**src/hdl/sbvm_pkg.sv**
```systemverilog
// ----------------------------------------------------------------------------
// sbvm_pkg
// Shared types, constants and helpers of the burst valid-mask parser.
// ----------------------------------------------------------------------------
package sbvm_pkg;

	localparam int WORD_W = 32;  // stream word
	localparam int CFG_W  = 16;  // widest configuration register
	localparam int IDX_W  = 16;  // word / bin / line counters
	localparam int BIN_W  = 17;  // effective bin count, up to 65535
	localparam int HV_W   = 17;  // saturated header value minus one
	localparam int SMP_W  = 16;  // one I or Q sample
	localparam int RBIN_W = 15;  // range_bin output

	localparam logic CFG_BINS  = 1'b0;
	localparam logic CFG_LINES = 1'b1;

	localparam logic [1:0] HDR_RANGE = 2'd0;
	localparam logic [1:0] HDR_FIRST = 2'd1;
	localparam logic [1:0] HDR_LAST  = 2'd2;

	typedef enum logic [2:0] {
		PH_HDR_SKIP,
		PH_HDR_DATA,
		PH_LINE_FIRST,
		PH_LINE_LAST,
		PH_LINE_DATA,
		PH_DONE
	} phase_t;

	// per-word commands from the sequencer to the datapath
	typedef struct packed {
		logic wr_first;  // write first-valid-line table
		logic wr_last;   // write last-valid-line table
		logic rd;        // sample word: read both tables, emit a beat
		logic last_bin;  // final range bin of the line
		logic range_ok;  // bin inside the range window of the line
	} seq_cmd_t;

	// clamp to -65535..65536 as signed, then subtract one
	function automatic logic signed [HV_W-1:0] header_value(input logic [WORD_W-1:0] w);
		logic signed [WORD_W-1:0] s;
		logic signed [WORD_W-1:0] d;
		s = signed'(w);
		d = s - 32'sd1;
		if (s > 32'sd65536)
			return HV_W'(17'sd65535);
		if (s < -32'sd65535)
			return HV_W'(17'h10000);
		return HV_W'(d);
	endfunction

endpackage

```
**src/hdl/sbvm_seq.sv**
```systemverilog
// ----------------------------------------------------------------------------
// sbvm_seq
// Burst sequencer: tracks header lines, line prefix words and sample words,
// and issues table writes and reads for each accepted word.
// ----------------------------------------------------------------------------
module sbvm_seq #(
	parameter int MAX_BINS = 32768,
	localparam int AW      = (MAX_BINS > 1) ? $clog2(MAX_BINS) : 1
) (
	input  logic                                clk,
	input  logic                                arst_n,
	input  logic                                acc,
	input  logic [sbvm_pkg::WORD_W-1:0]         word,
	input  logic [sbvm_pkg::BIN_W-1:0]          bins_eff,
	input  logic [sbvm_pkg::CFG_W-1:0]          lines,
	output sbvm_pkg::seq_cmd_t                  cmd,
	output logic [AW-1:0]                       tbl_addr,
	output logic signed [sbvm_pkg::HV_W-1:0]    hdr_val,
	output logic [sbvm_pkg::IDX_W-1:0]          bin_idx,
	output logic [sbvm_pkg::IDX_W-1:0]          line_idx
);

	sbvm_pkg::phase_t                       phase_q, phase_d;
	logic [1:0]                             hdr_line_q, hdr_line_d;
	logic [sbvm_pkg::IDX_W-1:0]             word_idx_q, word_idx_d;
	logic [sbvm_pkg::IDX_W-1:0]             line_cnt_q, line_cnt_d;
	logic signed [sbvm_pkg::HV_W-1:0]       rfv_q, rfv_d;
	logic signed [sbvm_pkg::HV_W-1:0]       rlv_q, rlv_d;

	logic [sbvm_pkg::BIN_W-1:0]             idx_inc;
	logic [sbvm_pkg::BIN_W-1:0]             line_inc;
	logic                                   idx_in_range;
	logic                                   idx_last;
	logic [sbvm_pkg::IDX_W-1:0]             tbl_idx;
	logic signed [sbvm_pkg::HV_W:0]         bin_s;
	logic signed [sbvm_pkg::HV_W:0]         rfv_x;
	logic signed [sbvm_pkg::HV_W:0]         rlv_x;

	assign hdr_val      = sbvm_pkg::header_value(word);
	assign idx_inc      = {1'b0, word_idx_q} + sbvm_pkg::BIN_W'(1);
	assign line_inc     = {1'b0, line_cnt_q} + sbvm_pkg::BIN_W'(1);
	assign idx_in_range = ({1'b0, word_idx_q} < bins_eff);
	assign idx_last     = (idx_inc >= bins_eff);
	// clamp the table index to the last bin
	assign tbl_idx      = idx_in_range ? word_idx_q
	                                   : sbvm_pkg::IDX_W'(bins_eff - sbvm_pkg::BIN_W'(1));
	assign tbl_addr     = tbl_idx[AW-1:0];
	assign bin_idx      = word_idx_q;
	assign line_idx     = line_cnt_q;

	assign bin_s = signed'({2'b00, word_idx_q});
	assign rfv_x = {rfv_q[sbvm_pkg::HV_W-1], rfv_q};
	assign rlv_x = {rlv_q[sbvm_pkg::HV_W-1], rlv_q};

	// next state
	always_comb begin
		phase_d    = phase_q;
		hdr_line_d = hdr_line_q;
		word_idx_d = word_idx_q;
		line_cnt_d = line_cnt_q;
		rfv_d      = rfv_q;
		rlv_d      = rlv_q;
		case (phase_q)
			sbvm_pkg::PH_HDR_SKIP: begin
				if (word_idx_q != '0) begin
					word_idx_d = '0;
					phase_d    = sbvm_pkg::PH_HDR_DATA;
				end else begin
					word_idx_d = word_idx_q + sbvm_pkg::IDX_W'(1);
				end
			end
			sbvm_pkg::PH_HDR_DATA: begin
				if (idx_last) begin
					word_idx_d = '0;
					if (hdr_line_q >= sbvm_pkg::HDR_LAST) begin
						hdr_line_d = sbvm_pkg::HDR_RANGE;
						line_cnt_d = '0;
						phase_d    = (lines == '0) ? sbvm_pkg::PH_DONE
						                           : sbvm_pkg::PH_LINE_FIRST;
					end else begin
						hdr_line_d = hdr_line_q + 2'd1;
						phase_d    = sbvm_pkg::PH_HDR_SKIP;
					end
				end else begin
					word_idx_d = idx_inc[sbvm_pkg::IDX_W-1:0];
				end
			end
			sbvm_pkg::PH_LINE_FIRST: begin
				rfv_d   = hdr_val;
				phase_d = sbvm_pkg::PH_LINE_LAST;
			end
			sbvm_pkg::PH_LINE_LAST: begin
				rlv_d      = hdr_val;
				word_idx_d = '0;
				phase_d    = sbvm_pkg::PH_LINE_DATA;
			end
			sbvm_pkg::PH_LINE_DATA: begin
				if (idx_last) begin
					word_idx_d = '0;
					if (line_inc >= {1'b0, lines}) begin
						phase_d = sbvm_pkg::PH_DONE;
					end else begin
						line_cnt_d = line_inc[sbvm_pkg::IDX_W-1:0];
						phase_d    = sbvm_pkg::PH_LINE_FIRST;
					end
				end else begin
					word_idx_d = idx_inc[sbvm_pkg::IDX_W-1:0];
				end
			end
			default: begin
				phase_d = sbvm_pkg::PH_DONE;
			end
		endcase
	end

	// outputs
	always_comb begin
		cmd          = '0;
		cmd.last_bin = idx_last;
		cmd.range_ok = !(bin_s < rfv_x || bin_s >= rlv_x);
		case (phase_q)
			sbvm_pkg::PH_HDR_DATA: begin
				cmd.wr_first = acc && idx_in_range && (hdr_line_q == sbvm_pkg::HDR_FIRST);
				cmd.wr_last  = acc && idx_in_range && (hdr_line_q == sbvm_pkg::HDR_LAST);
			end
			sbvm_pkg::PH_LINE_DATA: begin
				cmd.rd = acc;
			end
			default: begin
				cmd.rd = 1'b0;
			end
		endcase
	end

	always_ff @(posedge clk or negedge arst_n) begin
		if (!arst_n) begin
			phase_q    <= sbvm_pkg::PH_HDR_SKIP;
			hdr_line_q <= sbvm_pkg::HDR_RANGE;
			word_idx_q <= '0;
			line_cnt_q <= '0;
			rfv_q      <= '0;
			rlv_q      <= '0;
		end else if (acc) begin
			phase_q    <= phase_d;
			hdr_line_q <= hdr_line_d;
			word_idx_q <= word_idx_d;
			line_cnt_q <= line_cnt_d;
			rfv_q      <= rfv_d;
			rlv_q      <= rlv_d;
		end
	end

endmodule

```
**config.mk**
```make
export PLATFORM = sky130hd
export DESIGN_NAME = sbvm_seq
export DESIGN_NICKNAME = d
export VERILOG_FILES = /design/src/hdl/sbvm_pkg.sv /design/src/hdl/sbvm_seq.sv
export SDC_FILE = /design/constraint.sdc
export NUM_CORES = 1
export LEC_CHECK = 0
export BUFFER_PORTS_ARGS = -buffer_cell sky130_fd_sc_hd__buf_4
export CAP_MARGIN = 15
export CORE_UTILIZATION = 40
export CTS_CLUSTER_DIAMETER = 120
export CTS_CLUSTER_SIZE = 8
export DETAILED_ROUTE_END_ITERATION = 12
export GPL_ROUTABILITY_DRIVEN = 1
export PLACE_DENSITY = 0.64
export SLEW_MARGIN = 10
export SYNTH_ARGS = -nofsm -noshare
export SYNTH_HDL_FRONTEND = slang
export SYNTH_SLANG_ARGS = --single-unit
export TNS_END_PERCENT = 30
```
**constraint.sdc**
```tcl
create_clock -name clk -period 4.75 [get_ports clk]
set_input_delay 0.2375 -clock clk [delete_from_list [all_inputs] [get_ports clk]]
set_output_delay 0.2375 -clock clk [all_outputs]
set_load 0.1 [all_outputs]
```
==> summary.md <==
| Metric | Value |
|---|---|
| Result of the run | finished clean |
| Number of max-slew violations in the final report | 0 |
| Highest net fanout along the worst path | 10 |
| Count of flip-flops with a built-in enable after synthesis | 0 |
| Stage delay of the slowest cell on the critical path | 560 ps |
| Power density relative to cell area | 289.0 nW/um^2 |
| Average size of a mapped cell | 8.262 sq um |
| Nets in the synthesized netlist | 925 |
| Final wirelength | 16.42 mm |
| Count of final setup violators | 0 |
| Ys async rst share | 1.000 |
| Clock tree from TritonCTS | yes |
| Total DRC errors in the routed layout | 0 |
| Type of origin of the critical path | flop |
| Placement Cell Area | 7655 sq um |
| Detailed-router iteration count before antenna repair | 4 |
| CTS sink cnt | 71 |
| Area overhead of the layout relative to synthesis | 24.66% |
| Area share of the largest cell type after synthesis | 0.2785 |
| Final setup TNS | 0 ps |
| Least-Margin Pin Slew | 937.5 ps |
| Overall Global Routing Usage | 0.2092 |
| Cells after Synth | 772 |
| R2R setup slack | 380 ps |
| Critical path capture point type | flop |
| First-iteration detailed-routing DRC count | 225 |
| Unrepaired setup endpoints after global routing | false |
| DR WL/cell | 14.62 um |
| Root buffer cell | sky130_fd_sc_hd__clkbuf_16 |
| Overall power | 2.298 mW |
| Worst setup path category | reg -> reg |
| Vias after detailed routing | 5875 |
| Leak Pwr | 4.193 nW |
| Worst-skew pair later-pin latency | 340 ps |
| Number of H-tree levels | 3 |
| # hold bufs at CTS | 0 |
| Final worst-path cycle share | 0.9206 |
| Highest clock rate | 0.2287 GHz |
| Antenna diode count | 0 |
| Most area-consuming cells after synthesis | sky130_fd_sc_hd__dfrtp_1 28%, sky130_fd_sc_hd__ha_1 17%, sky130_fd_sc_hd__inv_1 5.1%, sky130_fd_sc_hd__nor2_1 5.1%, sky130_fd_sc_hd__xnor2_1 4.4% |
| Pin count of the biggest net entering global routing | 72 |
| Average via count per standard cell | 5.232 |
| Hold Violations, Final | 0 |
| Data required time of the critical path | 4970 ps |
| Count of different cell masters after synthesis | 64 |
| Setup slack of the critical path after layout | 377.3 ps |
| Leading cell type by number of instances after synthesis | sky130_fd_sc_hd__inv_1 |
| Last weighted congestion value of the routability-driven placer | 0.8508 |
| Core area | 15370 sq um |
| Min Clock Period, post-route | 4373 ps |
| Yosys Warn Count | 0 |
| Post-CTS repair timing setup buffer count | 0 |
| Initial antenna violation count | 0 |
| Most frequent cells after synthesis | 87 x sky130_fd_sc_hd__inv_1, 86 x sky130_fd_sc_hd__nor2_1, 85 x sky130_fd_sc_hd__ha_1 |
| RR Endpoint | line_idx[9]$_DFFE_PN0P_ |
| Total congestion overflow | 0 |
| Standard cell with the maximum stage delay on the critical path | sky130_fd_sc_hd__or4_1 |
| Class of the worst hold path | in -> async |
| Setup slack at placement | 302.2 ps |
| Sequential-to-total area share from yosys stat | 0.2785 |
| Critical path data arrival time | 4600 ps |
| Total of buffers placed on input and output ports | 136 |
| Netlist area before placement | 6379 sq um |
| CTS max path bufs | 2 |
| Reg-to-reg startpoint | bin_idx[0]$_DFFE_PN0P_ |
| First-pass GRT wire length | 27.56 mm |
| Filler Cell Count | 1504 |
| VDD IR-drop max | 329.3 uV |
| Share of final-layout standard cells stronger than drive strength 1 | 0.2105 |
| Post-CTS Resized | 0 |
| Clock buffers created by TritonCTS | 9 |
| Top FF cell, synth | sky130_fd_sc_hd__dfrtp_1 |
| Number of cells on the worst reg-to-reg path | 16 |
| Starting density of the core | 0.4150 |
| Fin Clk Skew | 8.480 ps |
| Antenna Nets Post-Route | 0 |
| Library cell with the largest summed area after synthesis | sky130_fd_sc_hd__dfrtp_1 |
| Die area | 16460 sq um |
| Chip height | 128.3 um |
| Die boundary width | 128.3 um |
| Clock-pin slew on the worst setup and hold paths | 60 ps |
| Number of top-level pins | 137 |
| Maximum Capacitance Violations | 0 |
| Flip-flop and latch count after synthesis | 71 |
| Ordered cell list for the critical path | ha_1 -> and3_1 -> and3_1 -> nand3_1 -> nor3_2 -> nand3_1 -> xnor2_1 -> ha_1 -> nand4_1 -> or4_1 -> o22ai_1 -> nor3_4 -> inv_2 -> o211ai_1 -> buf_4 -> a22o_1 |
| Placement row count | 45 |
| HPWL after DPL | 13.05 mm |
| Via count of the first global-routing pass | 5664 |
| Nets | 1061 |
| Post-route design area | 7951 sq um |
| Worst slew slack as a fraction of its limit | 0.3727 |
[how the worst max path moves through the flow]
stage | startpoint | slack [ps] | endpoint
3_3_place_gp | bin_idx[0]$_DFFE_PN0P_ | 450 | line_idx[9]$_DFFE_PN0P_
4_1_cts | bin_idx[0]$_DFFE_PN0P_ | 270 | line_idx[9]$_DFFE_PN0P_
3_5_place_dp | bin_idx[0]$_DFFE_PN0P_ | 300 | line_idx[13]$_DFFE_PN0P_
6_report | bin_idx[0]$_DFFE_PN0P_ | 380 | line_idx[9]$_DFFE_PN0P_
5_1_grt | bin_idx[0]$_DFFE_PN0P_ | 8 | line_idx[9]$_DFFE_PN0P_
2_1_floorplan | bin_idx[1]$_DFFE_PN0P_ | 130 | tbl_addr[0]
[report_power, final]
part | total, mW | internal (mW) | leakage, nW | switching [mW]
clock network | 0.664 | 0.418 | 0.143 | 0.246
registers | 0.646 | 0.622 | 0.981 | 0.0238
logic | 0.988 | 0.299 | 3.07 | 0.689
total | 2.30 | 1.34 | 4.19 | 0.959
[critical path, delay by kind of cell, from the launching register on]
kind,cells,cell delay (ps)
compound gates,3,770
xor+xnor,1,190
fa+ha+maj,2,530
buf+inv,2,390
flops,1,490
simple gates,8,1890
[cell families (layout without fill, tap and decap cells)]
group                      count (synthesis)  after routing  synth area share
DFF                                       71             71            0.2785
xor gates and xnor gates                  45             45           0.06179
AOI/OAI and AO/OA                        164            164            0.1740
and+or+nand+nor                          277            277            0.2193
adders and majority gates                 85             85            0.1667
muxes                                     18             18           0.03119
buffers and inverters                    112            252           0.06846
[cells in the final DEF, fill, tap and decap left out, drive strengths merged, types with 3 or more instances in the layout]
cell type  count
buf          149
inv           88
nor2          86
ha            85
dfrtp         71
nand2         50
a21oi         45
o21ai         35
xnor2         32
nand3         24
nor4          21
a21o          19
nand4         17
nor2b         16
mux2          15
nor3          15
xor2          13
and3          12
clkbuf        12
nand2b        11
a32o          11
a22o          10
o21a           8
a211oi         6
or2            4
o211a          4
and2           4
or3            3
or4            3
mux2i          3
o21bai         3
[stage by stage]
stage / utilization / hold slack, ps / std cells
2_1_floorplan: - / -58.09 / 772
3_3_place_gp: 0.4980 / 431.9 / 1108
3_5_place_dp: 0.4980 / 438.4 / 1108
4_1_cts: 0.5169 / 85.36 / 1123
5_1_grt: 0.5173 / 122.3 / 1123
6_report: 0.5173 / 38.54 / 1123
[sequential cells by signal (all words and copies together), names as in the netlist]
signal	count
rfv_q	17
bin_idx	16
phase_q	3
line_idx	16
hdr_line_q	2
rlv_q	17
[routing by layer]
metal / wire (um) / global-route usage / vias to the layer above
li1: - / - / 3005
met1: 8203 / 0.2940 / 2706
met2: 7293 / 0.3351 / 147
met3: 689 / 0.02963 / 17
met4: 230 / 0.05398 / 0
met5: 0 / 0 / -
[layout make-up]
type	instances	area, sq um	area share
repair buffers	149	1119	0.1407
clock buffers	12	246.5	0.03100
inverters	88	330.3	0.04154
flip-flops and latches	71	1777	0.2234
clock inverters	3	43.79	0.005507
multi-input cells	589	4172	0.5246
well taps	211	264.0	0.03320
Power figures use the tool's default switching activity.
